$ cat src/rtl/kalman_pos_vel_filter_top_assert.svh
// assertion macros for the filter rtl
`ifndef KALMAN_POS_VEL_FILTER_TOP_ASSERT_SVH
`define KALMAN_POS_VEL_FILTER_TOP_ASSERT_SVH

// same-cycle implication, held off during reset
`define KPV_ASSERT_NOW(lbl, ante, cons, msg) \
    lbl: assert property (@(posedge clk) disable iff (!rst_n) (ante) |-> (cons)) \
        else $error(msg);

// next-cycle implication, held off during reset
`define KPV_ASSERT_NEXT(lbl, ante, cons, msg) \
    lbl: assert property (@(posedge clk) disable iff (!rst_n) (ante) |=> (cons)) \
        else $error(msg);

`endif

$ cat src/rtl/kpv_pkg.sv
package kpv_pkg;

    localparam int FRAC_BITS_DEF  = 16;
    localparam int DATA_WIDTH_DEF = 32;

    localparam int FIELD_W     = 32;
    localparam int TIME_STEP_W = 16;
    localparam int CFG_IDX_W   = 4;
    localparam int CFG_DATA_W  = 32;

    // register indexes
    localparam logic [CFG_IDX_W-1:0] CFG_Q00      = 4'd0;
    localparam logic [CFG_IDX_W-1:0] CFG_Q10      = 4'd1;
    localparam logic [CFG_IDX_W-1:0] CFG_Q01      = 4'd2;
    localparam logic [CFG_IDX_W-1:0] CFG_Q11      = 4'd3;
    localparam logic [CFG_IDX_W-1:0] CFG_R        = 4'd4;
    localparam logic [CFG_IDX_W-1:0] CFG_H0       = 4'd5;
    localparam logic [CFG_IDX_W-1:0] CFG_H1       = 4'd6;
    localparam logic [CFG_IDX_W-1:0] CFG_COV_INIT = 4'd7;

    localparam logic [31:0] Q00_RST      = 32'd655;
    localparam logic [31:0] Q11_RST      = 32'd655;
    localparam logic [31:0] R_RST        = 32'd65536;
    localparam logic [31:0] H0_RST       = 32'd65536;
    localparam logic [31:0] COV_DIAG_RST = 32'd65536;

    // program step opcodes
    localparam int OP_W = 3;
    localparam logic [OP_W-1:0] OP_MUL = 3'd0;
    localparam logic [OP_W-1:0] OP_ADD = 3'd1;
    localparam logic [OP_W-1:0] OP_SUB = 3'd2;
    localparam logic [OP_W-1:0] OP_SHR = 3'd3;
    localparam logic [OP_W-1:0] OP_MOV = 3'd4;
    localparam logic [OP_W-1:0] OP_DIV = 3'd5;
    localparam logic [OP_W-1:0] OP_BRZ = 3'd6;
    localparam logic [OP_W-1:0] OP_END = 3'd7;

    // operand codes: top bit set selects the scratch memory
    localparam int OPND_W   = 6;
    localparam int TMP_AW   = 5;
    localparam int TMP_DEPTH = 32;
    localparam logic [OPND_W-1:0] S_Q00 = 6'd0;
    localparam logic [OPND_W-1:0] S_Q10 = 6'd1;
    localparam logic [OPND_W-1:0] S_Q01 = 6'd2;
    localparam logic [OPND_W-1:0] S_Q11 = 6'd3;
    localparam logic [OPND_W-1:0] S_R   = 6'd4;
    localparam logic [OPND_W-1:0] S_H0  = 6'd5;
    localparam logic [OPND_W-1:0] S_H1  = 6'd6;
    localparam logic [OPND_W-1:0] S_DT  = 6'd7;
    localparam logic [OPND_W-1:0] S_ACC = 6'd8;
    localparam logic [OPND_W-1:0] S_OBS = 6'd9;
    localparam logic [OPND_W-1:0] S_POS = 6'd10;
    localparam logic [OPND_W-1:0] S_VEL = 6'd11;
    localparam logic [OPND_W-1:0] S_C0  = 6'd12;
    localparam logic [OPND_W-1:0] S_C1  = 6'd13;
    localparam logic [OPND_W-1:0] S_C2  = 6'd14;
    localparam logic [OPND_W-1:0] S_C3  = 6'd15;
    localparam logic [OPND_W-1:0] S_NONE = 6'd0;

    // state destinations
    localparam logic [OPND_W-1:0] D_POS = 6'd0;
    localparam logic [OPND_W-1:0] D_VEL = 6'd1;
    localparam logic [OPND_W-1:0] D_C0  = 6'd2;
    localparam logic [OPND_W-1:0] D_C1  = 6'd3;
    localparam logic [OPND_W-1:0] D_C2  = 6'd4;
    localparam logic [OPND_W-1:0] D_C3  = 6'd5;

    localparam int PC_W    = 7;
    localparam int NUM_UOP = 75;
    localparam logic [PC_W-1:0] SKIP_PC = 7'd68;

    typedef struct packed {
        logic [OP_W-1:0]   op;
        logic [OPND_W-1:0] a;
        logic [OPND_W-1:0] b;
        logic [OPND_W-1:0] d;
    } kpv_uop_t;

    function automatic logic [OPND_W-1:0] tmp(input int n);
        return {1'b1, TMP_AW'(n)};
    endfunction

    function automatic kpv_uop_t mk(input logic [OP_W-1:0] op, input logic [OPND_W-1:0] a,
                                    input logic [OPND_W-1:0] b, input logic [OPND_W-1:0] d);
        kpv_uop_t u;
        u.op = op;
        u.a  = a;
        u.b  = b;
        u.d  = d;
        return u;
    endfunction

    // filter step program
    function automatic kpv_uop_t kpv_rom(input logic [PC_W-1:0] pc);
        case (pc)
            // prediction
            7'd0:  return mk(OP_MUL, S_DT,   S_DT,   tmp(0));
            7'd1:  return mk(OP_SHR, tmp(0), S_NONE, tmp(0));
            7'd2:  return mk(OP_MUL, S_DT,   S_VEL,  tmp(1));
            7'd3:  return mk(OP_ADD, S_POS,  tmp(1), tmp(1));
            7'd4:  return mk(OP_MUL, tmp(0), S_ACC,  tmp(2));
            7'd5:  return mk(OP_ADD, tmp(1), tmp(2), tmp(1));
            7'd6:  return mk(OP_MUL, S_DT,   S_ACC,  tmp(2));
            7'd7:  return mk(OP_ADD, S_VEL,  tmp(2), tmp(2));
            7'd8:  return mk(OP_MUL, S_DT,   S_C1,   tmp(3));
            7'd9:  return mk(OP_ADD, S_C0,   tmp(3), tmp(3));
            7'd10: return mk(OP_MUL, S_DT,   S_C3,   tmp(4));
            7'd11: return mk(OP_ADD, S_C2,   tmp(4), tmp(4));
            7'd12: return mk(OP_MUL, tmp(4), S_DT,   tmp(5));
            7'd13: return mk(OP_ADD, tmp(3), tmp(5), tmp(5));
            7'd14: return mk(OP_ADD, tmp(5), S_Q00,  tmp(5));
            7'd15: return mk(OP_MUL, S_C3,   S_DT,   tmp(6));
            7'd16: return mk(OP_ADD, S_C1,   tmp(6), tmp(6));
            7'd17: return mk(OP_ADD, tmp(6), S_Q10,  tmp(6));
            7'd18: return mk(OP_ADD, tmp(4), S_Q01,  tmp(7));
            7'd19: return mk(OP_ADD, S_C3,   S_Q11,  tmp(8));
            // innovation variance
            7'd20: return mk(OP_MUL, S_H0,   tmp(5), tmp(9));
            7'd21: return mk(OP_MUL, S_H1,   tmp(6), tmp(10));
            7'd22: return mk(OP_ADD, tmp(9), tmp(10), tmp(9));
            7'd23: return mk(OP_MUL, tmp(9), S_H0,   tmp(9));
            7'd24: return mk(OP_MUL, S_H0,   tmp(7), tmp(10));
            7'd25: return mk(OP_MUL, S_H1,   tmp(8), tmp(11));
            7'd26: return mk(OP_ADD, tmp(10), tmp(11), tmp(10));
            7'd27: return mk(OP_MUL, tmp(10), S_H1,  tmp(10));
            7'd28: return mk(OP_ADD, tmp(9), tmp(10), tmp(9));
            7'd29: return mk(OP_ADD, tmp(9), S_R,    tmp(9));
            7'd30: return mk(OP_BRZ, tmp(9), S_NONE, S_NONE);
            // gains
            7'd31: return mk(OP_MUL, tmp(5), S_H0,   tmp(10));
            7'd32: return mk(OP_MUL, tmp(7), S_H1,   tmp(11));
            7'd33: return mk(OP_ADD, tmp(10), tmp(11), tmp(10));
            7'd34: return mk(OP_DIV, tmp(10), tmp(9), tmp(10));
            7'd35: return mk(OP_MUL, tmp(6), S_H0,   tmp(11));
            7'd36: return mk(OP_MUL, tmp(8), S_H1,   tmp(12));
            7'd37: return mk(OP_ADD, tmp(11), tmp(12), tmp(11));
            7'd38: return mk(OP_DIV, tmp(11), tmp(9), tmp(11));
            // state correction
            7'd39: return mk(OP_MUL, S_H0,   tmp(1), tmp(12));
            7'd40: return mk(OP_MUL, S_H1,   tmp(2), tmp(13));
            7'd41: return mk(OP_ADD, tmp(12), tmp(13), tmp(12));
            7'd42: return mk(OP_SUB, S_OBS,  tmp(12), tmp(12));
            7'd43: return mk(OP_MUL, tmp(10), tmp(12), tmp(13));
            7'd44: return mk(OP_ADD, tmp(1), tmp(13), D_POS);
            7'd45: return mk(OP_MUL, tmp(11), tmp(12), tmp(13));
            7'd46: return mk(OP_ADD, tmp(2), tmp(13), D_VEL);
            // covariance correction
            7'd47: return mk(OP_MUL, tmp(10), S_H0,  tmp(13));
            7'd48: return mk(OP_MUL, tmp(11), S_H0,  tmp(14));
            7'd49: return mk(OP_MUL, tmp(10), S_H1,  tmp(15));
            7'd50: return mk(OP_MUL, tmp(11), S_H1,  tmp(16));
            7'd51: return mk(OP_MUL, tmp(13), tmp(5), tmp(17));
            7'd52: return mk(OP_MUL, tmp(15), tmp(6), tmp(18));
            7'd53: return mk(OP_ADD, tmp(17), tmp(18), tmp(17));
            7'd54: return mk(OP_SUB, tmp(5), tmp(17), D_C0);
            7'd55: return mk(OP_MUL, tmp(14), tmp(5), tmp(17));
            7'd56: return mk(OP_MUL, tmp(16), tmp(6), tmp(18));
            7'd57: return mk(OP_ADD, tmp(17), tmp(18), tmp(17));
            7'd58: return mk(OP_SUB, tmp(6), tmp(17), D_C1);
            7'd59: return mk(OP_MUL, tmp(13), tmp(7), tmp(17));
            7'd60: return mk(OP_MUL, tmp(15), tmp(8), tmp(18));
            7'd61: return mk(OP_ADD, tmp(17), tmp(18), tmp(17));
            7'd62: return mk(OP_SUB, tmp(7), tmp(17), D_C2);
            7'd63: return mk(OP_MUL, tmp(14), tmp(7), tmp(17));
            7'd64: return mk(OP_MUL, tmp(16), tmp(8), tmp(18));
            7'd65: return mk(OP_ADD, tmp(17), tmp(18), tmp(17));
            7'd66: return mk(OP_SUB, tmp(8), tmp(17), D_C3);
            7'd67: return mk(OP_END, S_NONE, S_NONE, S_NONE);
            // zero variance: keep the prediction
            7'd68: return mk(OP_MOV, tmp(1), S_NONE, D_POS);
            7'd69: return mk(OP_MOV, tmp(2), S_NONE, D_VEL);
            7'd70: return mk(OP_MOV, tmp(5), S_NONE, D_C0);
            7'd71: return mk(OP_MOV, tmp(6), S_NONE, D_C1);
            7'd72: return mk(OP_MOV, tmp(7), S_NONE, D_C2);
            7'd73: return mk(OP_MOV, tmp(8), S_NONE, D_C3);
            default: return mk(OP_END, S_NONE, S_NONE, S_NONE);
        endcase
    endfunction

endpackage

$ cat src/rtl/kpv_alu.sv
module kpv_alu #(
    parameter int FRAC_BITS  = kpv_pkg::FRAC_BITS_DEF,
    parameter int DATA_WIDTH = kpv_pkg::DATA_WIDTH_DEF
) (
    input  logic                              clk,
    input  logic                              load,
    input  logic [kpv_pkg::OP_W-1:0]          op,
    input  logic signed [DATA_WIDTH-1:0]      a,
    input  logic signed [DATA_WIDTH-1:0]      b,
    output logic signed [DATA_WIDTH-1:0]      result
);
    import kpv_pkg::*;

    localparam int DW = DATA_WIDTH;
    localparam int PW = 2 * DW + 1;

    logic [OP_W-1:0]       op_reg;
    logic                  neg_reg;
    logic [2*DW-1:0]       prod_reg;
    logic signed [DW:0]    sum_reg;
    logic signed [DW:0]    sum_next;
    logic [DW-1:0]         mag_a;
    logic [DW-1:0]         mag_b;

    logic [PW-1:0]         rounded;
    logic [PW-1:0]         scaled;
    logic [PW-1:0]         lim;
    logic [DW-1:0]         mul_mag;
    logic signed [DW-1:0]  mul_res;
    logic signed [DW-1:0]  sum_res;
    logic signed [DW:0]    hi_x;
    logic signed [DW:0]    lo_x;

    assign mag_a = a[DW-1] ? DW'(-a) : DW'(a);
    assign mag_b = b[DW-1] ? DW'(-b) : DW'(b);

    always_comb
    begin
        case (op)
            OP_ADD:  sum_next = {a[DW-1], a} + {b[DW-1], b};
            OP_SUB:  sum_next = {a[DW-1], a} - {b[DW-1], b};
            OP_SHR:  sum_next = $signed({a[DW-1], a}) >>> 1;
            OP_MOV:  sum_next = {a[DW-1], a};
            default: sum_next = '0;
        endcase
    end

    // first stage: raw product or wide sum
    always_ff @(posedge clk)
    begin
        if (load)
        begin
            op_reg   <= op;
            neg_reg  <= a[DW-1] ^ b[DW-1];
            prod_reg <= mag_a * mag_b;
            sum_reg  <= sum_next;
        end
    end

    // second stage: round half away from zero on the magnitude, then saturate
    always_comb
    begin
        rounded = {1'b0, prod_reg} + (PW'(1) << (FRAC_BITS - 1));
        scaled  = rounded >> FRAC_BITS;
        lim     = PW'({(DW-1){1'b1}}) + PW'(neg_reg);
        mul_mag = (scaled > lim) ? lim[DW-1:0] : scaled[DW-1:0];
        mul_res = neg_reg ? -$signed(mul_mag) : $signed(mul_mag);

        hi_x = $signed({2'b00, {(DW-1){1'b1}}});
        lo_x = -hi_x - (DW+1)'(1);
        if (sum_reg > hi_x)
            sum_res = hi_x[DW-1:0];
        else if (sum_reg < lo_x)
            sum_res = lo_x[DW-1:0];
        else
            sum_res = sum_reg[DW-1:0];

        result = (op_reg == OP_MUL) ? mul_res : sum_res;
    end

endmodule

$ cat config.mk
export PLATFORM = sky130hd
export DESIGN_NAME = kpv_alu
export DESIGN_NICKNAME = d
export VERILOG_FILES = /design/src/rtl/kalman_pos_vel_filter_top_assert.svh /design/src/rtl/kpv_pkg.sv /design/src/rtl/kpv_alu.sv
export SDC_FILE = /design/constraint.sdc
export NUM_CORES = 2
export LEC_CHECK = 0
export BUFFER_PORTS_ARGS = -buffer_cell sky130_fd_sc_hd__buf_2
export CELL_PAD_IN_SITES_DETAIL_PLACEMENT = 0
export CELL_PAD_IN_SITES_GLOBAL_PLACEMENT = 1
export CORE_AREA = 2 2 435 221
export DETAILED_ROUTE_END_ITERATION = 8
export DIE_AREA = 0 0 437 223
export HOLD_SLACK_MARGIN = 0.15
export PLACE_DENSITY_LB_ADDON = 0.15
export SLEW_MARGIN = 5
export SYNTH_ARGS = -nofsm -noshare
export SYNTH_HDL_FRONTEND = slang
export SYNTH_SLANG_ARGS = --single-unit
$ cat constraint.sdc
create_clock -name clk -period 11.54 [get_ports clk]
set_input_delay 1.154 -clock clk [delete_from_list [all_inputs] [get_ports clk]]
set_output_delay 1.154 -clock clk [all_outputs]
set_load 0.02 [all_outputs]
# Yosys cells after proc, flatten, opt, wreduce, memory -nomap -nowiden
# Cells that the tools add are included.
totals:
  ff_bits: 101
  inputBits: 69
  out_inout_bits: 32
  wordCells: 29
op_classes:
  addsub: 7
  n_mul: 1
  n_lt_le_gt_ge: 3
  n_eq_ne: 4
  n_mux: 8
  bitwise: 1
  reduce_logical: 1
op_table:
  columns: ["operator", "count"]
  rows:
  - ["2-to-1 mux 32 bit", 7]
  - ["case mux 33 bit (4 select lines)", 1]
  - ["negator 32 bit", 3]
  - ["adder 64 x 16 -> 65 bit (second input constant)", 1]
  - ["multiplier 32 x 32 -> 64 bit", 1]
  - ["greater-than comparator 49 x 32 -> 1 bit", 1]
  - ["adder 32 x 32 -> 33 bit", 1]
  - ["greater-than comparator 33 x 32 -> 1 bit (second input constant)", 1]
  - ["< comparator 33 x 32 -> 1 bit (second input constant)", 1]
  - ["subtractor 32 x 32 -> 33 bit", 1]
  - ["adder 31 x 1 -> 32 bit (first input constant)", 1]
  - ["equality test 3 x 2 -> 1 bit (second input constant)", 2]
  - ["equality test 3 x 1 -> 1 bit (second input constant)", 1]
  - ["equality test 3 bit (second input constant)", 1]
  - ["zero test 3 bit", 1]
  - ["XOR 1 bit", 1]

# Depth between registers and ports, before layout
logic_depth:
  ltp_word: 6
  depth_mapped: 40
  mapped_depth_nobuf: 37

# Worst setup path after synthesis
# No wires, ideal clock.
synth_path:
  kind: "input -> register"
  start: "in b[0]"
  end: "reg prod_reg[46] (data pin)"
  setup_ps: 259
  arrival_ps: 10623
  setup_slack_ps: 658
  cell_stages: 36
  path_cell_list: "inv_1 > clkbuf_1 > ha_1 > nor3b_1 > nand4_1 > nor3_2 > nand4b_1 > or3_1 > or2_2 > o41ai_4 > xnor2_1 > clkbuf_1 > nand2_1 > fa_1 > fa_1 > inv_1 > fa_1 > fa_1 > fa_1 > fa_1 > fa_1 > inv_1 > fa_1 > inv_1 > ha_1 > a21o_1 > a21o_1 > a21o_1 > a21o_1 > a211o_1 > o211ai_1 > a31oi_1 > a21oi_1 > o21ai_0 > a21o_1 > xor2_1"
synth_between:
  elab_chain_cells: 3
synth_lines:
  columns: ["item", "line", "rtl"]
  rows:
  - ["start: declaration", "kpv_alu.sv:9", "input logic signed [DATA_WIDTH-1:0] b,"]
  - ["negator 32 bit", "kpv_alu.sv:35", "assign mag_b = b[DW-1] ? DW'(-b) : DW'(b);"]
  - ["2-to-1 mux 32 bit (*)", "kpv_alu.sv:35", null]
  - ["multiplier 32 x 32 -> 64 bit (*)", "kpv_alu.sv:55", "prod_reg <= mag_a * mag_b;"]
  - ["end signal: assignment", "kpv_alu.sv:55", null]
  - ["end: declaration", "kpv_alu.sv:19", "logic [2*DW-1:0] prod_reg;"]
# Mark *: on every way between the ends. The rest lies on a longest branch, timed or not.
# A chain may end at the register's enable or synchronous reset.

# Worst setup path after layout
layout_path:
  start: "in b[1]"
  end: "reg prod_reg[62] (data pin)"
# Same word-level chain as after synthesis.

==> results <==
- The startpoint class of the critical path is an input port.
- The layout has 9194 filler cells.
- Counting along the longest clock path gives a buffer depth of 2.
- The register area share after synthesis is 6.16%.
- In this run the clock root is driven by a sky130_fd_sc_hd__clkbuf_16.
- The first global-routing pass estimated 241000 um of wire.
- The post-synthesis async set-or-reset flop share is 0%.
- The worst setup path is captured at a register.
- The routed wire length per instance is 26.0 um.
- The final critical delay including setup and external delays is 11090 ps.
- Post-CTS timing repair inserted 0 buffers for setup.
- The worst-case setup margin in the final layout is 449 ps.
- The worst max-slew margin expressed relative to the limit is 15.4%.
- The remaining design rule violation count is 0.
- The die is 437 um wide.
- Across the run, the number of max-cap violations was 0.
- In this run the number of H-tree levels came out at 3.
- In this run the worst hold path is classified as in2reg.
- The number of nets at the end of the flow is 6350.
- The run finished with clean final reports.
- The maximum clock rate is 0.0902 GHz.
- The post-synthesis register bit count is 86.
- The number of hold-slack violations in the final timing report was 0.
- Prior to clock tree synthesis, the placed netlist has a worst setup slack of 54.8 ps.
- The number of antenna violations at the first check in global routing was 11.
- The die is 223 um tall.
- The vias per cell is 5.50.
- The worst stage delay on the critical path is 570 ps.
- Detailed placement finished with a half-perimeter wire length of 139000 um.
- Summed over all instances, the cell type with the most area after synthesis is sky130_fd_sc_hd__fa_1.
- Of the available clock period, the critical path in the final layout requires 96.1%.
- The clock transition at the register clock pins on the worst setup and hold paths after CTS is 60 ps.
- At the worst endpoint, the arrival time is 11200 ps.
- In this run the tool buffered the top-level ports with 100 buffer cells.
- After detailed placement, the design holds a cell count of 6316.
- The core region is 94100 um2.
- The number of detailed-route iterations in the first pass is 7.
- The post-layout instance count excluding filler cells is 6334.
- The number of buffers added by the clock tree synthesis step is 9.
- The flip-flop count of the largest register after layout is 49.
- The routed wire length is 165000 um.
- Entering global routing, the biggest net connects 68 pins.
- TritonCTS built the clock tree.
- From synthesis to final layout, the design area changed by 10.6%.
- The floorplan step defined a die boundary enclosing 97500 um2.
- Summing all multi-input logic gate instances after layout gives 35400 um2.
- The number of core rows is 80.
- The type of the setup path with the least slack is in2reg.
- Global routing consumed, over all layers together, 34.3% of the routing resources.
- The actual slew at the worst max-slew pin is 1260 ps.
- The top flip-flop cell by instance count after synthesis is sky130_fd_sc_hd__edfxtp_1.
- The finished cells cover 46300 um2.
- The slowest library cell on the worst path is sky130_fd_sc_hd__fa_1.
- The number of warning messages in the yosys log is 0.
- The area used by sequential logic in the layout is 2580 um2.
- The combined area of all synthesized cells is 41900 um2.
- After technology mapping, the gate count stands at 4902.
- The number of unique standard cell types used by synthesis is 89.
- In the post-synthesis netlist, the biggest area contributors are sky130_fd_sc_hd__fa_1 (43%), sky130_fd_sc_hd__ha_1 (9.8%), sky130_fd_sc_hd__inv_1 (8.8%).
- The cell type with the highest occurrence count on the critical path is sky130_fd_sc_hd__fa_1.
- The mean instance size in the synthesized netlist is 8.55 um2.
- The count of nets left with antenna violations once routing finished came out at 0.
- The boundary pin count is 101.
- Once the floorplan was initialized, standard cells occupied 44.5% of the core.
- The congestion estimate from routability-driven global placement came to 1.01.
- On the critical path the largest part of the delay comes from adder cells.
- The synthesized netlist net count is 6196.
- Once placement finished, the instance area stood at 46000 um2.
- The worst path required time is 11650 ps.
- Of all nets on the critical path, the largest fanout is 5.
- In the final layout, the share of cells above drive strength 1 is 10.3%.
- Yosys mapped a number of flops with a built-in enable equal to 86.
- The clock net in this run drives a total of 86 sinks.
- The number of design-rule violations left by the first detailed-router iteration is 3682.
- The number of max-slew violations in the final report is 0.
- In this run the biggest area consumer among cell types represents 42.8% of the synthesized area.
- The via count of the first global-routing pass came to 34581.
- Hold is met by 1210 ps.
- The total overflow reported by the global router is 0.
- The buffering stage count on the worst path with inverters included is 7.
- Setup violations remaining at the end of the flow were counted as 0.
- For this block, the via count after detailed routing is 34845.
## kinds of logic after synthesis
family                     count (synthesis)  share of synthesized area (%)
and+or+nand+nor                         1590                           16.3
muxes                                     27                          0.666
xor gates and xnor gates                 261                           5.52
AOI/OAI and AO/OA                        487                           7.46
buffers and inverters                   1215                           11.0
adders and majority gates               1236                           52.9
DFF                                       86                           6.16
## metrics by stage
| stage | utilization [%] | setup TNS, ps |
|---|---|---|
| 2_1_floorplan | - | 0 |
| 3_3_place_gp | 48.9 | 0 |
| 6_report | 49.3 | 0 |
| 4_1_cts | 49.2 | 0 |
| 5_1_grt | 49.3 | -10.1 |
| 3_5_place_dp | 48.9 | 0 |
## timing repair
action,CTS,global route
hold buffers,0,0
gates resized for setup,0,8
endpoints found under the setup margin,0,4
## worst paths after layout
path | from | cells after the start | slack (ps) | endpoint
worst max-delay path | b[1] | 37 | 450 | prod_reg[62]
worst min-delay path | load | 1 | 1210 | prod_reg[63]
## cells in the final DEF (no fill, tap or decap), drive strengths merged, types with 8 or more instances in the layout
master,synthesis,final
clkbuf,199,9
mux2i,20,20
a21o,54,54
nor2,650,650
o21a,12,12
nor3,32,32
or4,9,9
xor2,123,123
inv,980,982
ha,329,329
a22oi,9,9
xnor2,138,138
a211oi,12,12
and3,17,17
or2,11,11
fa,896,896
buf,35,377
nand2,621,621
nor2b,19,19
and4,10,10
maj3,11,11
a31oi,13,13
nor4,17,17
o21bai,11,11
o22ai,15,15
and2,44,44
o41ai,10,10
o31a,8,8
a211o,10,10
o211ai,8,8
a21oi,136,136
nand4,27,27
nand2b,29,29
o31ai,14,14
nand3,54,54
o21ai,130,130
or3,26,26
edfxtp,86,86
## synthesized netlist by cell type, types with 6 or more instances
master and instances:
sky130_fd_sc_hd__o31a_1 8, sky130_fd_sc_hd__nor3_2 6, sky130_fd_sc_hd__ha_1 329, sky130_fd_sc_hd__o21ai_1 7, sky130_fd_sc_hd__nor3b_1 6, sky130_fd_sc_hd__clkbuf_1 198, sky130_fd_sc_hd__o21bai_1 11, sky130_fd_sc_hd__xor2_1 121
sky130_fd_sc_hd__a211o_1 10, sky130_fd_sc_hd__o31ai_1 12, sky130_fd_sc_hd__a31oi_1 13, sky130_fd_sc_hd__or4_1 9, sky130_fd_sc_hd__nand2b_1 29, sky130_fd_sc_hd__o21a_1 12, sky130_fd_sc_hd__and4_1 10, sky130_fd_sc_hd__fa_1 896
sky130_fd_sc_hd__o21ai_0 123, sky130_fd_sc_hd__a22oi_1 9, sky130_fd_sc_hd__a21oi_1 136, sky130_fd_sc_hd__o2111ai_1 6, sky130_fd_sc_hd__mux2_2 7, sky130_fd_sc_hd__mux2i_1 20, sky130_fd_sc_hd__buf_1 10, sky130_fd_sc_hd__a21o_1 54
sky130_fd_sc_hd__o211ai_1 8, sky130_fd_sc_hd__nand4_1 26, sky130_fd_sc_hd__a211oi_1 12, sky130_fd_sc_hd__and3_1 17, sky130_fd_sc_hd__edfxtp_1 86, sky130_fd_sc_hd__o41ai_1 6, sky130_fd_sc_hd__nor2b_1 19, sky130_fd_sc_hd__or3_1 22
sky130_fd_sc_hd__and2_1 44, sky130_fd_sc_hd__o22ai_1 15, sky130_fd_sc_hd__or2_2 10, sky130_fd_sc_hd__inv_1 980, sky130_fd_sc_hd__maj3_1 11, sky130_fd_sc_hd__xnor2_1 138, sky130_fd_sc_hd__nor2_1 649, sky130_fd_sc_hd__nor3_1 26
sky130_fd_sc_hd__nor4_1 15, sky130_fd_sc_hd__nand2_1 621, sky130_fd_sc_hd__nand3_1 54, sky130_fd_sc_hd__buf_2 20
## cell type report
type / count / area share, %
multi-input cells: 3601 / 76.4
well taps: 1271 / 3.43
clock buffers: 9 / 0.486
diodes: 3 / 0.0162
clock inverters: 6 / 0.151
repair buffers: 377 / 5.95
inverters: 981 / 7.95
flip-flops and latches: 86 / 5.57
## metal layers
metal | track usage [%] | part of all wire, % | routed length, um
met5 | 0 | 0.0085 | 14
met3 | 16.7 | 16 | 26000
met2 | 42.9 | 36 | 59800
met1 | 53.5 | 47 | 77000
met4 | 3.75 | 1.1 | 1860
Power is left out: the tool's default activity adds up to more than one toggle a clock period on the data nets, which glitch-free logic cannot reach.
