File: src/rtl/kalman_pos_vel_filter_top_assert.svh
// assertion macros for the filter rtl
`ifndef KALMAN_POS_VEL_FILTER_TOP_ASSERT_SVH
`define KALMAN_POS_VEL_FILTER_TOP_ASSERT_SVH

// same-cycle implication, held off during reset
`define KPV_ASSERT_NOW(lbl, ante, cons, msg) \
    lbl: assert property (@(posedge clk) disable iff (!rst_n) (ante) |-> (cons)) \
        else $error(msg);

// next-cycle implication, held off during reset
`define KPV_ASSERT_NEXT(lbl, ante, cons, msg) \
    lbl: assert property (@(posedge clk) disable iff (!rst_n) (ante) |=> (cons)) \
        else $error(msg);

`endif

File: src/rtl/kpv_pkg.sv
package kpv_pkg;

    localparam int FRAC_BITS_DEF  = 16;
    localparam int DATA_WIDTH_DEF = 32;

    localparam int FIELD_W     = 32;
    localparam int TIME_STEP_W = 16;
    localparam int CFG_IDX_W   = 4;
    localparam int CFG_DATA_W  = 32;

    // register indexes
    localparam logic [CFG_IDX_W-1:0] CFG_Q00      = 4'd0;
    localparam logic [CFG_IDX_W-1:0] CFG_Q10      = 4'd1;
    localparam logic [CFG_IDX_W-1:0] CFG_Q01      = 4'd2;
    localparam logic [CFG_IDX_W-1:0] CFG_Q11      = 4'd3;
    localparam logic [CFG_IDX_W-1:0] CFG_R        = 4'd4;
    localparam logic [CFG_IDX_W-1:0] CFG_H0       = 4'd5;
    localparam logic [CFG_IDX_W-1:0] CFG_H1       = 4'd6;
    localparam logic [CFG_IDX_W-1:0] CFG_COV_INIT = 4'd7;

    localparam logic [31:0] Q00_RST      = 32'd655;
    localparam logic [31:0] Q11_RST      = 32'd655;
    localparam logic [31:0] R_RST        = 32'd65536;
    localparam logic [31:0] H0_RST       = 32'd65536;
    localparam logic [31:0] COV_DIAG_RST = 32'd65536;

    // program step opcodes
    localparam int OP_W = 3;
    localparam logic [OP_W-1:0] OP_MUL = 3'd0;
    localparam logic [OP_W-1:0] OP_ADD = 3'd1;
    localparam logic [OP_W-1:0] OP_SUB = 3'd2;
    localparam logic [OP_W-1:0] OP_SHR = 3'd3;
    localparam logic [OP_W-1:0] OP_MOV = 3'd4;
    localparam logic [OP_W-1:0] OP_DIV = 3'd5;
    localparam logic [OP_W-1:0] OP_BRZ = 3'd6;
    localparam logic [OP_W-1:0] OP_END = 3'd7;

    // operand codes: top bit set selects the scratch memory
    localparam int OPND_W   = 6;
    localparam int TMP_AW   = 5;
    localparam int TMP_DEPTH = 32;
    localparam logic [OPND_W-1:0] S_Q00 = 6'd0;
    localparam logic [OPND_W-1:0] S_Q10 = 6'd1;
    localparam logic [OPND_W-1:0] S_Q01 = 6'd2;
    localparam logic [OPND_W-1:0] S_Q11 = 6'd3;
    localparam logic [OPND_W-1:0] S_R   = 6'd4;
    localparam logic [OPND_W-1:0] S_H0  = 6'd5;
    localparam logic [OPND_W-1:0] S_H1  = 6'd6;
    localparam logic [OPND_W-1:0] S_DT  = 6'd7;
    localparam logic [OPND_W-1:0] S_ACC = 6'd8;
    localparam logic [OPND_W-1:0] S_OBS = 6'd9;
    localparam logic [OPND_W-1:0] S_POS = 6'd10;
    localparam logic [OPND_W-1:0] S_VEL = 6'd11;
    localparam logic [OPND_W-1:0] S_C0  = 6'd12;
    localparam logic [OPND_W-1:0] S_C1  = 6'd13;
    localparam logic [OPND_W-1:0] S_C2  = 6'd14;
    localparam logic [OPND_W-1:0] S_C3  = 6'd15;
    localparam logic [OPND_W-1:0] S_NONE = 6'd0;

    // state destinations
    localparam logic [OPND_W-1:0] D_POS = 6'd0;
    localparam logic [OPND_W-1:0] D_VEL = 6'd1;
    localparam logic [OPND_W-1:0] D_C0  = 6'd2;
    localparam logic [OPND_W-1:0] D_C1  = 6'd3;
    localparam logic [OPND_W-1:0] D_C2  = 6'd4;
    localparam logic [OPND_W-1:0] D_C3  = 6'd5;

    localparam int PC_W    = 7;
    localparam int NUM_UOP = 75;
    localparam logic [PC_W-1:0] SKIP_PC = 7'd68;

    typedef struct packed {
        logic [OP_W-1:0]   op;
        logic [OPND_W-1:0] a;
        logic [OPND_W-1:0] b;
        logic [OPND_W-1:0] d;
    } kpv_uop_t;

    function automatic logic [OPND_W-1:0] tmp(input int n);
        return {1'b1, TMP_AW'(n)};
    endfunction

    function automatic kpv_uop_t mk(input logic [OP_W-1:0] op, input logic [OPND_W-1:0] a,
                                    input logic [OPND_W-1:0] b, input logic [OPND_W-1:0] d);
        kpv_uop_t u;
        u.op = op;
        u.a  = a;
        u.b  = b;
        u.d  = d;
        return u;
    endfunction

    // filter step program
    function automatic kpv_uop_t kpv_rom(input logic [PC_W-1:0] pc);
        case (pc)
            // prediction
            7'd0:  return mk(OP_MUL, S_DT,   S_DT,   tmp(0));
            7'd1:  return mk(OP_SHR, tmp(0), S_NONE, tmp(0));
            7'd2:  return mk(OP_MUL, S_DT,   S_VEL,  tmp(1));
            7'd3:  return mk(OP_ADD, S_POS,  tmp(1), tmp(1));
            7'd4:  return mk(OP_MUL, tmp(0), S_ACC,  tmp(2));
            7'd5:  return mk(OP_ADD, tmp(1), tmp(2), tmp(1));
            7'd6:  return mk(OP_MUL, S_DT,   S_ACC,  tmp(2));
            7'd7:  return mk(OP_ADD, S_VEL,  tmp(2), tmp(2));
            7'd8:  return mk(OP_MUL, S_DT,   S_C1,   tmp(3));
            7'd9:  return mk(OP_ADD, S_C0,   tmp(3), tmp(3));
            7'd10: return mk(OP_MUL, S_DT,   S_C3,   tmp(4));
            7'd11: return mk(OP_ADD, S_C2,   tmp(4), tmp(4));
            7'd12: return mk(OP_MUL, tmp(4), S_DT,   tmp(5));
            7'd13: return mk(OP_ADD, tmp(3), tmp(5), tmp(5));
            7'd14: return mk(OP_ADD, tmp(5), S_Q00,  tmp(5));
            7'd15: return mk(OP_MUL, S_C3,   S_DT,   tmp(6));
            7'd16: return mk(OP_ADD, S_C1,   tmp(6), tmp(6));
            7'd17: return mk(OP_ADD, tmp(6), S_Q10,  tmp(6));
            7'd18: return mk(OP_ADD, tmp(4), S_Q01,  tmp(7));
            7'd19: return mk(OP_ADD, S_C3,   S_Q11,  tmp(8));
            // innovation variance
            7'd20: return mk(OP_MUL, S_H0,   tmp(5), tmp(9));
            7'd21: return mk(OP_MUL, S_H1,   tmp(6), tmp(10));
            7'd22: return mk(OP_ADD, tmp(9), tmp(10), tmp(9));
            7'd23: return mk(OP_MUL, tmp(9), S_H0,   tmp(9));
            7'd24: return mk(OP_MUL, S_H0,   tmp(7), tmp(10));
            7'd25: return mk(OP_MUL, S_H1,   tmp(8), tmp(11));
            7'd26: return mk(OP_ADD, tmp(10), tmp(11), tmp(10));
            7'd27: return mk(OP_MUL, tmp(10), S_H1,  tmp(10));
            7'd28: return mk(OP_ADD, tmp(9), tmp(10), tmp(9));
            7'd29: return mk(OP_ADD, tmp(9), S_R,    tmp(9));
            7'd30: return mk(OP_BRZ, tmp(9), S_NONE, S_NONE);
            // gains
            7'd31: return mk(OP_MUL, tmp(5), S_H0,   tmp(10));
            7'd32: return mk(OP_MUL, tmp(7), S_H1,   tmp(11));
            7'd33: return mk(OP_ADD, tmp(10), tmp(11), tmp(10));
            7'd34: return mk(OP_DIV, tmp(10), tmp(9), tmp(10));
            7'd35: return mk(OP_MUL, tmp(6), S_H0,   tmp(11));
            7'd36: return mk(OP_MUL, tmp(8), S_H1,   tmp(12));
            7'd37: return mk(OP_ADD, tmp(11), tmp(12), tmp(11));
            7'd38: return mk(OP_DIV, tmp(11), tmp(9), tmp(11));
            // state correction
            7'd39: return mk(OP_MUL, S_H0,   tmp(1), tmp(12));
            7'd40: return mk(OP_MUL, S_H1,   tmp(2), tmp(13));
            7'd41: return mk(OP_ADD, tmp(12), tmp(13), tmp(12));
            7'd42: return mk(OP_SUB, S_OBS,  tmp(12), tmp(12));
            7'd43: return mk(OP_MUL, tmp(10), tmp(12), tmp(13));
            7'd44: return mk(OP_ADD, tmp(1), tmp(13), D_POS);
            7'd45: return mk(OP_MUL, tmp(11), tmp(12), tmp(13));
            7'd46: return mk(OP_ADD, tmp(2), tmp(13), D_VEL);
            // covariance correction
            7'd47: return mk(OP_MUL, tmp(10), S_H0,  tmp(13));
            7'd48: return mk(OP_MUL, tmp(11), S_H0,  tmp(14));
            7'd49: return mk(OP_MUL, tmp(10), S_H1,  tmp(15));
            7'd50: return mk(OP_MUL, tmp(11), S_H1,  tmp(16));
            7'd51: return mk(OP_MUL, tmp(13), tmp(5), tmp(17));
            7'd52: return mk(OP_MUL, tmp(15), tmp(6), tmp(18));
            7'd53: return mk(OP_ADD, tmp(17), tmp(18), tmp(17));
            7'd54: return mk(OP_SUB, tmp(5), tmp(17), D_C0);
            7'd55: return mk(OP_MUL, tmp(14), tmp(5), tmp(17));
            7'd56: return mk(OP_MUL, tmp(16), tmp(6), tmp(18));
            7'd57: return mk(OP_ADD, tmp(17), tmp(18), tmp(17));
            7'd58: return mk(OP_SUB, tmp(6), tmp(17), D_C1);
            7'd59: return mk(OP_MUL, tmp(13), tmp(7), tmp(17));
            7'd60: return mk(OP_MUL, tmp(15), tmp(8), tmp(18));
            7'd61: return mk(OP_ADD, tmp(17), tmp(18), tmp(17));
            7'd62: return mk(OP_SUB, tmp(7), tmp(17), D_C2);
            7'd63: return mk(OP_MUL, tmp(14), tmp(7), tmp(17));
            7'd64: return mk(OP_MUL, tmp(16), tmp(8), tmp(18));
            7'd65: return mk(OP_ADD, tmp(17), tmp(18), tmp(17));
            7'd66: return mk(OP_SUB, tmp(8), tmp(17), D_C3);
            7'd67: return mk(OP_END, S_NONE, S_NONE, S_NONE);
            // zero variance: keep the prediction
            7'd68: return mk(OP_MOV, tmp(1), S_NONE, D_POS);
            7'd69: return mk(OP_MOV, tmp(2), S_NONE, D_VEL);
            7'd70: return mk(OP_MOV, tmp(5), S_NONE, D_C0);
            7'd71: return mk(OP_MOV, tmp(6), S_NONE, D_C1);
            7'd72: return mk(OP_MOV, tmp(7), S_NONE, D_C2);
            7'd73: return mk(OP_MOV, tmp(8), S_NONE, D_C3);
            default: return mk(OP_END, S_NONE, S_NONE, S_NONE);
        endcase
    endfunction

endpackage

File: src/rtl/kpv_div.sv
module kpv_div #(
    parameter int FRAC_BITS  = kpv_pkg::FRAC_BITS_DEF,
    parameter int DATA_WIDTH = kpv_pkg::DATA_WIDTH_DEF
) (
    input  logic                          clk,
    input  logic                          rst_n,
    input  logic                          start,
    input  logic signed [DATA_WIDTH-1:0]  num,
    input  logic signed [DATA_WIDTH-1:0]  den,
    output logic                          busy,
    output logic                          done,
    output logic signed [DATA_WIDTH-1:0]  quot
);
    localparam int DW = DATA_WIDTH;
    localparam int N  = DATA_WIDTH + FRAC_BITS;
    localparam int CW = $clog2(N + 1);

    logic               run_reg;
    logic               fin_reg;
    logic               done_reg;
    logic [CW-1:0]      cnt_reg;
    logic [N-1:0]       dvd_reg;
    logic [N-1:0]       q_reg;
    logic [DW-1:0]      rem_reg;
    logic [DW-1:0]      ud_reg;
    logic               neg_reg;
    logic signed [DW-1:0] quot_reg;

    logic [DW:0]        rem_sh;
    logic               ge;
    logic [DW:0]        rem_sub;
    logic [DW-1:0]      lim;
    logic [DW-1:0]      q_clamp;
    logic [DW-1:0]      mag_num;
    logic [DW-1:0]      mag_den;

    assign mag_num = num[DW-1] ? DW'(-num) : DW'(num);
    assign mag_den = den[DW-1] ? DW'(-den) : DW'(den);

    // one quotient bit a cycle, restoring
    assign rem_sh  = {rem_reg, dvd_reg[N-1]};
    assign ge      = rem_sh >= {1'b0, ud_reg};
    assign rem_sub = rem_sh - {1'b0, ud_reg};

    assign lim     = {1'b0, {(DW-1){1'b1}}} + DW'(neg_reg);
    assign q_clamp = (q_reg > N'(lim)) ? lim : q_reg[DW-1:0];

    always_ff @(posedge clk or negedge rst_n)
    begin
        if (!rst_n)
        begin
            run_reg  <= 1'b0;
            fin_reg  <= 1'b0;
            done_reg <= 1'b0;
            cnt_reg  <= '0;
            dvd_reg  <= '0;
            q_reg    <= '0;
            rem_reg  <= '0;
            ud_reg   <= '0;
            neg_reg  <= 1'b0;
            quot_reg <= '0;
        end
        else
        begin
            done_reg <= 1'b0;
            if (start)
            begin
                run_reg <= 1'b1;
                cnt_reg <= '0;
                dvd_reg <= {mag_num, {FRAC_BITS{1'b0}}};
                q_reg   <= '0;
                rem_reg <= '0;
                ud_reg  <= mag_den;
                neg_reg <= num[DW-1] ^ den[DW-1];
            end
            else if (run_reg)
            begin
                rem_reg <= ge ? rem_sub[DW-1:0] : rem_sh[DW-1:0];
                q_reg   <= {q_reg[N-2:0], ge};
                dvd_reg <= dvd_reg << 1;
                cnt_reg <= cnt_reg + CW'(1);
                if (cnt_reg == CW'(N - 1))
                begin
                    run_reg <= 1'b0;
                    fin_reg <= 1'b1;
                end
            end
            else if (fin_reg)
            begin
                fin_reg  <= 1'b0;
                done_reg <= 1'b1;
                quot_reg <= neg_reg ? -$signed(q_clamp) : $signed(q_clamp);
            end
        end
    end

    assign busy = run_reg | fin_reg;
    assign done = done_reg;
    assign quot = quot_reg;

endmodule

File: config.mk
export PLATFORM = sky130hd
export DESIGN_NAME = kpv_div
export DESIGN_NICKNAME = d
export VERILOG_FILES = /design/src/rtl/kalman_pos_vel_filter_top_assert.svh /design/src/rtl/kpv_pkg.sv /design/src/rtl/kpv_div.sv
export SDC_FILE = /design/constraint.sdc
export NUM_CORES = 1
export LEC_CHECK = 0
export BUFFER_PORTS_ARGS = -buffer_cell sky130_fd_sc_hd__buf_4
export CAP_MARGIN = 20
export CORE_ASPECT_RATIO = 0.5
export CORE_MARGIN = 1.5
export CORE_UTILIZATION = 55
export CTS_CLUSTER_DIAMETER = 60
export DETAILED_ROUTE_END_ITERATION = 8
export GPL_ROUTABILITY_DRIVEN = 0
export GPL_TIMING_DRIVEN = 0
export PLACE_DENSITY = 0.81
export SLEW_MARGIN = 25
export SYNTH_ARGS = -nofsm -noshare
export SYNTH_HDL_FRONTEND = slang
export SYNTH_SLANG_ARGS = --single-unit
File: constraint.sdc
create_clock -name clk -period 5.7 [get_ports clk]
set_clock_uncertainty 0.1 [all_clocks]
set_input_delay 1.14 -clock clk [delete_from_list [all_inputs] [get_ports clk]]
set_output_delay 1.14 -clock clk [all_outputs]
set_load 0.05 [all_outputs]
# [After elaboration in Yosys (flattened, before gate mapping)]
# Cells that the tools add are included.
[classes] magnitude_cmp=2 n_eq_ne=2 reduce_logical=3 addsub=6 mux=21 bitwise_logic=4
[ops] operator="32-bit two-way mux" n=7
[ops] operator="48-bit two-way mux" n=4
[ops] operator="32-bit negator" n=3
[ops] operator="48-bit by 32-bit greater-than comparator with 1-bit output" n=1
[ops] operator="33-bit by 32-bit >= comparator with 1-bit output" n=1
[ops] operator="31-bit by 1-bit adder with 32-bit output, first input constant" n=1
[ops] operator="32-bit subtractor" n=1
[ops] operator="6-bit two-way mux" n=2
[ops] operator="1-bit two-way mux" n=8
[ops] operator="6-bit by 1-bit adder with 6-bit output, second input constant" n=1
[ops] operator="6-bit equality test, second input constant" n=1
[ops] operator="3-bit AND reduction" n=1
[ops] operator="2-bit by 1-bit != test with 1-bit output, second input constant" n=1
[ops] operator="1-bit inverter" n=2
[ops] operator="2-bit AND reduction" n=1
[ops] operator="2-bit nonzero test" n=1
[ops] operator="1-bit bitwise OR" n=1
[ops] operator="1-bit XOR" n=1
[totals] elab_cells=48 inputBits=67 reg_bits=202 out_inout_bits=34

# [Longest topological paths before layout]
# Gate-level depths: netlist of the first run.
[logic_depth] ltp_word=5 ltp_mapped=24 mapped_depth_nobuf=19

# [Worst setup path after synthesis of the first run]
# Ideal clock, no wire load.
[synth_path] path_kind="reg2reg" startpoint="reg neg_reg" endpoint="reg quot_reg[24] (netlist: quot[24])" t_required_ns=5.532 period_less_slack_ns=5.503 setup_time_ns=0.068 arrival_time_ns=5.335 path_stages_with_launch=22 path_buffers=5 slack_ns=0.197 path_cell_list="dfrtp_1 -> inv_1 -> clkbuf_1 -> clkbuf_1 -> ha_1 -> nand4_1 -> or3_1 -> nor3_1 -> nand2_1 -> o21ai_0 -> and2_1 -> clkbuf_1 -> clkbuf_1 -> nor2_1 -> a21oi_1 -> ha_1 -> clkbuf_1 -> nand4_1 -> or3_1 -> and3_1 -> a2111oi_0 -> a32o_1"
[synth_between] elab_chain_cells=5
[synth_rtl] element="start, declared" line="kpv_div.sv:26" source="logic neg_reg;"
[synth_rtl] element="start signal, assigned" line="kpv_div.sv:74" source="neg_reg <= num[DW-1] ^ den[DW-1];"
[synth_rtl] element="31-bit by 1-bit adder with 32-bit output" line="kpv_div.sv:45" source="assign lim = {1'b0, {(DW-1){1'b1}}} + DW'(neg_reg);"
[synth_rtl] element="48-bit by 32-bit greater-than comparator with 1-bit output" line="kpv_div.sv:46" source="assign q_clamp = (q_reg > N'(lim)) ? lim : q_reg[DW-1:0];"
[synth_rtl] element="32-bit two-way mux" line="kpv_div.sv:46"
[synth_rtl] element="32-bit negator" line="kpv_div.sv:92" source="quot_reg <= neg_reg ? -$signed(q_clamp) : $signed(q_clamp);"
[synth_rtl] element="32-bit two-way mux *" line="kpv_div.sv:92"
[synth_rtl] element="end signal, assigned" line="kpv_div.sv:92"
[synth_rtl] element="end, declared" line="kpv_div.sv:27" source="logic signed [DW-1:0] quot_reg;"
# Every way passes the cells marked *; elsewhere a longest branch is shown, timed or not.
# A chain may end at the register's enable or synchronous reset.

# [Final worst setup path of the first run]
# Ends and elaborated chain as after synthesis.

==> results of run 1 <==
path summary, 6_finish.rpt:
kind                            startpoint  cells after the start  slack (ns)           to
worst min-delay path               quot[0]                      2        0.38      quot[0]
min in group asynchronous            rst_n                      1        0.47      quot[3]
worst max register to register     neg_reg                     19        0.34     quot[24]
max in group asynchronous            rst_n                      3        3.98  rem_reg[19]
worst max-delay path               neg_reg                     19        0.34     quot[24]
worst min register to register     quot[0]                      2        0.38      quot[0]
through the flow:
| stage | util [%] | total power, mW | worst slack, ns | instance area (µm²) | TNS [ns] |
|---|---|---|---|---|---|
| floorplan | - | 2.97 | 0.197 | 12600 | 0 |
| global placement | 62.3 | 3.34 | -1.29 | 13700 | -13.45 |
| detailed placement | 62.5 | 3.42 | -1.44 | 13800 | -16.24 |
| CTS | 65.4 | 4.71 | 0.0516 | 14400 | 0 |
| global route | 65.6 | 5.03 | 0.0479 | 14500 | 0 |
| finish | 65.6 | 4.77 | 0.336 | 14500 | 0 |
kinds of logic (layout without fill, tap and decap cells):
| group | count (synthesis) | count (layout) | synth area share (%) |
|---|---|---|---|
| AO/OA/AOI/OAI | 376 | 376 | 19.2 |
| buffers and inverters | 136 | 272 | 4.12 |
| XOR/XNOR | 87 | 87 | 6.04 |
| flip-flops | 186 | 186 | 36.9 |
| adder cells (fa/ha/maj) | 69 | 69 | 6.90 |
| AND/OR/NAND/NOR | 466 | 466 | 18.0 |
| multiplexers | 110 | 110 | 8.84 |
cell usage in the layout (no fill, tap or decap), types with 6 or more instances in the layout:
cell and instances:
dfrtp_1 185, nor2_1 170, a21oi_1 116, buf_4 104, nand2_1 102, mux2i_1 99
o21ai_0 83, ha_1 67, clkbuf_1 65, xor2_1 48, inv_1 46, xnor2_1 39
a211oi_1 38, nor3_1 30, nand3_1 28, a21o_1 27, nand4_1 25, o31ai_1 22
nor4_1 17, buf_1 17, clkbuf_16 17, or3_1 16, nor2b_1 13, nand2b_1 13
or4_1 13, o21a_1 11, mux2_2 11, o211ai_1 10, and3_1 9, a32o_1 9
o21bai_1 6
cell usage after synthesis, types with 6 or more instances:
library cell    n
dfrtp_1       186
nor2_1        170
a21oi_1       116
nand2_1       102
mux2i_1        99
o21ai_0        84
clkbuf_1       70
ha_1           68
xor2_1         48
inv_1          46
xnor2_1        39
a211oi_1       38
nor3_1         30
nand3_1        28
a21o_1         27
nand4_1        25
o31ai_1        22
buf_1          17
nor4_1         17
or3_1          17
nand2b_1       13
nor2b_1        13
or4_1          13
mux2_2         11
o21a_1         11
o211ai_1       10
a32o_1          9
and3_1          9
a2111oi_0       6
o21bai_1        6
power breakdown:
part | total (mW) | leakage (nW) | switching, mW | internal, mW
Clock | 1.27 | 0.304 | 0.556 | 0.712
Combinational | 1.88 | 4.53 | 1.09 | 0.797
Sequential | 1.61 | 2.42 | 0.137 | 1.48
final cells by class:
| cell class | count | share of cell area [%] |
|---|---|---|
| sequential | 186 | 32.2 |
| clock inverter | 14 | 1.24 |
| clock buffer | 18 | 3.03 |
| inverter | 46 | 1.19 |
| timing repair buffer | 106 | 5.85 |
| tap | 300 | 2.59 |
| buffer | 88 | 2.39 |
| multi-input combinational | 1108 | 51.5 |
critical path, delay by kind of cell, from the launching register on:
family	cells	cell delay, ns
simple gates	9	2.15
fa+ha+maj	2	0.49
buf+inv	4	1.03
flops	1	0.52
compound gates	4	1.00
per-layer routing:
metal / vias to the layer above / part of all wire, % / GRT usage, % / routed length [µm]
met1: 5545 / 45 / 37.6 / 14900
li1: 5438 / - / - / -
met2: 475 / 46 / 48.5 / 15500
met4: 0 / 2.5 / 10.6 / 815
met3: 91 / 6.3 / 5.38 / 2100
met5: - / 0 / 0 / 0
what timing repair did:
item                                    4_1_cts  5_1_grt
pin swaps                                     0        1
resized for setup                             8        5
buffers inserted                              1        4
endpoints found under the setup margin       15       11
==> out/summary.txt, run 1 <==
Slew HR: 42.4%
pin count of the biggest net entering global routing: 76
Die Width: 217 µm
CP max-delay cell: dfrtp_4
crit share post-route: 94.1%
Slew Limit Fails: 0
top post-synthesis cells by area: dfrtp_1, mux2i_1, ha_1, nor2_1, a21oi_1
yosys warns: 0
Netlist cell types: 68
Critical Path AT: 5.65 ns
Synth-to-Final Area Change: 14.7%
drt via density: 6.19
Clk pin slew, worst setup/hold paths: 0.07 ns
Reg area: 4660 µm²
dpl hpwl: 24,400 µm
DP Cell Count: 1,831
syn_area_per_cell: 8.82 µm²
All-Layer GR Usage: 28.8%
Worst Hold Class: flip-flop to flip-flop
CP startpoint kind: flip-flop
VDD IR max: 0.183 mV
Core ar.: 22,100 µm²
Peak Freq: 0.186 GHz
Final Non-Filler Cells: 1,866
Synth Flop Type: dfrtp_1
gr ovfl total: 0
hold_buf cts: 0
Hold Vio Cnt, Final: 0
initial core utilization: 57.2%
via count: 11,500
Ports: 101
drt pass-1 iters: 6
max_cap viols: 0
DR WL/cell: 17.8 µm
final setup vio count: 0
Synth async-reset ratio: 100%
clock sink total: 186
vias in the first global route: 11,300
CTS H-Tree Depth: 4
Worst Path Required: 5.99 ns
final wirelength: 33,200 µm
diode count: 0
Post-synth EDFFs: 0
Synth Instances: 1,430
std cell rows: 38
clock latency on the worst-skew pair: 0.45 ns
Least-Margin Pin Slew: 0.857 ns
#FFs+latches synth: 186
TritonCTS clock tree: yes
crit-path cells: inv_1 > clkbuf_2 > clkbuf_4 > ha_1 > nand4_1 > or3_1 > nor3_1 > nand2_1 > o21ai_1 > and2_4 > clkbuf_2 > nor2_1 > a21oi_1 > ha_2 > nand4_1 > or3_4 > and3_1 > a2111oi_1 > a32o_1
Leak: 7.25 nW
initial antenna violation count: 0
Routed Antenna Nets: 0
chip height: 110 µm
DRC Markers: 0
port bufs: 99
syn nets: 1,566
worst hold slack: 0.378 ns
critical path class: flip-flop to flip-flop
Yosys top cell area share: 36.9%
NumNets Final: 1,689
layout cell share with drive strength beyond 1: 11.4%
clock buffer depth: 2
multi-input logic area: 7450 µm²
Worst path max stage delay: 0.52 ns
fillcell total: 1,824
Root Buffer: clkbuf_16
Die ar.: 23,900 µm²
DR iter-0 viols: 1,045
outcome: finished, final reports clean
power per cell area: 329 nW/µm²
first-pass GRT wire length: 55,100 µm
Largest register FFs: 48
RSZ-0062 raised after global routing: false
Worst Setup End Kind: flip-flop
crit path max fanout: 11
Final Critical Period: 5.36 ns
cell taking the most area after synthesis: dfrtp_1
CTS Buf Count: 17
cell area after synthesis: 12,600 µm²
register area share after synthesis: 36.9%
No activity file was read; power rests on OpenSTA's default activity.
==> inputs of run 2 (changes only) <==
--- a/config.mk
+++ b/config.mk
@@ -14,7 +14,7 @@
 export DETAILED_ROUTE_END_ITERATION = 8
 export GPL_ROUTABILITY_DRIVEN = 0
 export GPL_TIMING_DRIVEN = 0
-export PLACE_DENSITY = 0.81
+export PLACE_DENSITY = 0.78
 export SLEW_MARGIN = 25
 export SYNTH_ARGS = -nofsm -noshare
 export SYNTH_HDL_FRONTEND = slang
==> constraint.sdc (replaced) <==
create_clock -name clk -period 6.85 [get_ports clk]
set_clock_uncertainty 0.1 [all_clocks]
set_input_delay 1.37 -clock clk [delete_from_list [all_inputs] [get_ports clk]]
set_output_delay 1.37 -clock clk [all_outputs]
set_load 0.05 [all_outputs]
==> run 2 against run 1 <==
Sequential power down 16%. Setup slack better by 0.12 ns. Flip-flop and latch count unchanged. Routed wire length up 0.99%. Clock power down 17%. First-iteration DRC count up 9.0%. Critical path type unchanged. Critical endpoint unchanged. Largest cell class unchanged.
==> out/summary.txt, run 2 (synthesis gave the netlist of run 1 again) <==
Core ar.: 22,100 µm² (unchanged)
Final Critical Period: 6.40 ns (was 5.36 ns)
final core occ: 65.4% (was 65.6%)
Worst Hold Class: flip-flop to flip-flop (unchanged)
vias in the first global route: 11,200 (was 11,300)
clock buffer depth: 2 (unchanged)
Least-Margin Pin Slew: 0.902 ns (was 0.857 ns)
DR iter-0 viols: 1,139 (was 1,045)
layout cell share with drive strength beyond 1: 10.9% (was 11.4%)
final wirelength: 33,600 µm (was 33,200 µm)
Worst R2R Start: neg_reg (unchanged)
outcome: finished, final reports clean (unchanged)
Worst Path Required: 7.14 ns (was 5.99 ns)
Synth-to-Final Area Change: 14.3% (was 14.7%)
R2R depth: 20 (was 19)
dpl hpwl: 25,100 µm (was 24,400 µm)
Hold Vio Cnt, Final: 0 (unchanged)
most common cell after layout, fill and taps aside: dfrtp_1 (unchanged)
FF-to-FF End: quot[24] (unchanged)
Worst setup endpoint: quot[24] (unchanged)
via count: 11,500 (about the same)
Clk pin slew, worst setup/hold paths: 0.08 ns (was 0.07 ns)
DRC Markers: 0 (unchanged)
std cell rows: 38 (unchanged)
RSZ-0062 raised after global routing: false (unchanged)
VDD IR max: 0.169 mV (was 0.183 mV)
chip height: 110 µm (unchanged)
initial core utilization: 57.2% (unchanged)
drt pass-1 iters: 6 (unchanged)
critical path class: flip-flop to flip-flop (unchanged)
Die ar.: 23,900 µm² (unchanged)
Die Width: 217 µm (unchanged)
flop-to-flop setup slack: 0.45 ns (was 0.34 ns)
Leak: 7.23 nW (was 7.25 nW)
max_cap viols: 0 (unchanged)
crit path max fanout: 34 (was 11)
first-pass GRT wire length: 55,200 µm (was 55,100 µm)
Largest register FFs: 48 (unchanged)
NumNets Final: 1,685 (was 1,689)
Worst Setup End Kind: flip-flop (unchanged)
CP startpoint kind: flip-flop (unchanged)
Root Buffer: clkbuf_16 (unchanged)
Peak Freq: 0.156 GHz (was 0.186 GHz)
final setup vio count: 0 (unchanged)
CTS Buf Count: 17 (unchanged)
crit share post-route: 93.4% (was 94.1%)
Critical path origin: neg_reg (unchanged)
pin count of the biggest net entering global routing: 85 (was 76)
cell area after layout: 14,400 µm² (was 14,500 µm²)
Ports: 101 (unchanged)
diode count: 0 (unchanged)
initial antenna violation count: 0 (unchanged)
drt via density: 6.17 (was 6.19)
Critical Path AT: 6.69 ns (was 5.65 ns)
port bufs: 99 (unchanged)
hold_buf cts: 0 (unchanged)
TritonCTS clock tree: yes (unchanged)
commonest cells after routing, fill and taps aside: dfrtp_1, nor2_1, a21oi_1 (unchanged)
CTS H-Tree Depth: 4 (unchanged)
clock latency on the worst-skew pair: 0.46 ns (was 0.45 ns)
clock sink total: 186 (unchanged)
All-Layer GR Usage: 28.9% (was 28.8%)
Slew HR: 39.9% (was 42.4%)
gr ovfl total: 0 (unchanged)
Slew Limit Fails: 0 (unchanged)
Area after DPL: 13,800 µm² (unchanged)
DR WL/cell: 18.0 µm (was 17.8 µm)
power per cell area: 273 nW/µm² (was 329 nW/µm²)
Routed Antenna Nets: 0 (unchanged)
## run 2: changes by cell type in the layout (fill, tap and decap cells not counted), sizes merged
cell,before,now
clkinvlp,1,0
clkinv,4,1
bufinv,3,2
inv,52,58
buf,126,121
## run 2: how the worst min path moves through the flow
| stage | startpoint | end | slack (ns) | cells past startpoint |
|---|---|---|---|---|
| 3_3_place_gp | quot[31] | quot[31] | 0.36 | 1 |
| 3_5_place_dp | quot[31] | quot[31] | 0.37 | 1 |
| 6_report | quot[16] | quot[16] | 0.38 | 2 |
| 4_1_cts | quot[31] | quot[31] | 0.39 | 1 |
| 5_1_grt | quot[24] | quot[24] | 0.41 | 1 |
| 2_1_floorplan | rem_reg[16] | rem_reg[16] | 0.38 | 2 |
## run 2: per-layer routing
metal / vias up / wire (µm) / GRT usage, %
li1: 5424 / - / -
met3: 73 / 2140 / 5.10
met1: 5524 / 15100 / 38.2
met5: - / 0 / 0
met4: 0 / 762 / 10.4
met2: 474 / 15600 / 48.5
## run 2: through the flow
stage	hold WS, ns	total power [mW]	TNS [ns]	worst slack, ns	cells
after CTS	0.389	3.92	0	0.0396	1863
after global placement	0.365	2.79	-0.147	-0.147	1829
final	0.385	3.93	0	0.454	1862
after detailed placement	0.372	2.85	-0.466	-0.311	1831
after floorplan	0.377	2.47	0	1.35	1430
after global routing	0.415	4.17	0	0.0349	1862
## run 2: repair_timing
action,4_1_cts,5_1_grt
setup endpoints to repair,11,13
cloned,0,0
gates resized for setup,1,5
setup buffers,0,0
pin swaps,0,0
## run 2: layout make-up
cell class,instances,area [µm²]
Timing Repair Buffer,101,806
Multi-Input combinational cell,1108,7440
Tap cell,300,375
Fill cell,1842,7640
Clock buffer,17,425
Inverter,46,173
Clock inverter,15,196
Buffer,89,345
Sequential cell,186,4660
## run 2: where the power goes
part           internal [mW]  switching (mW)
sequential              1.23           0.120
combinational          0.646           0.882
clock                  0.562           0.495
## run 2: worst max-delay path, stage by stage (launching register included)
cell and delay, ns:
dfrtp_4 0.68, inv_1 0.35, clkbuf_2 0.34, ha_1 0.37, nand4_1 0.12, or3_1 0.40, nor3_1 0.30, nand2_1 0.15
o211ai_1 0.22, and2_1 0.18, clkbuf_1 0.34, clkbuf_2 0.33, nor2_1 0.07, a21oi_1 0.16, ha_1 0.17, clkbuf_1 0.36
nand4_1 0.30, or3_1 0.49, and3_1 0.21, a2111oi_0 0.43, a32o_1 0.22
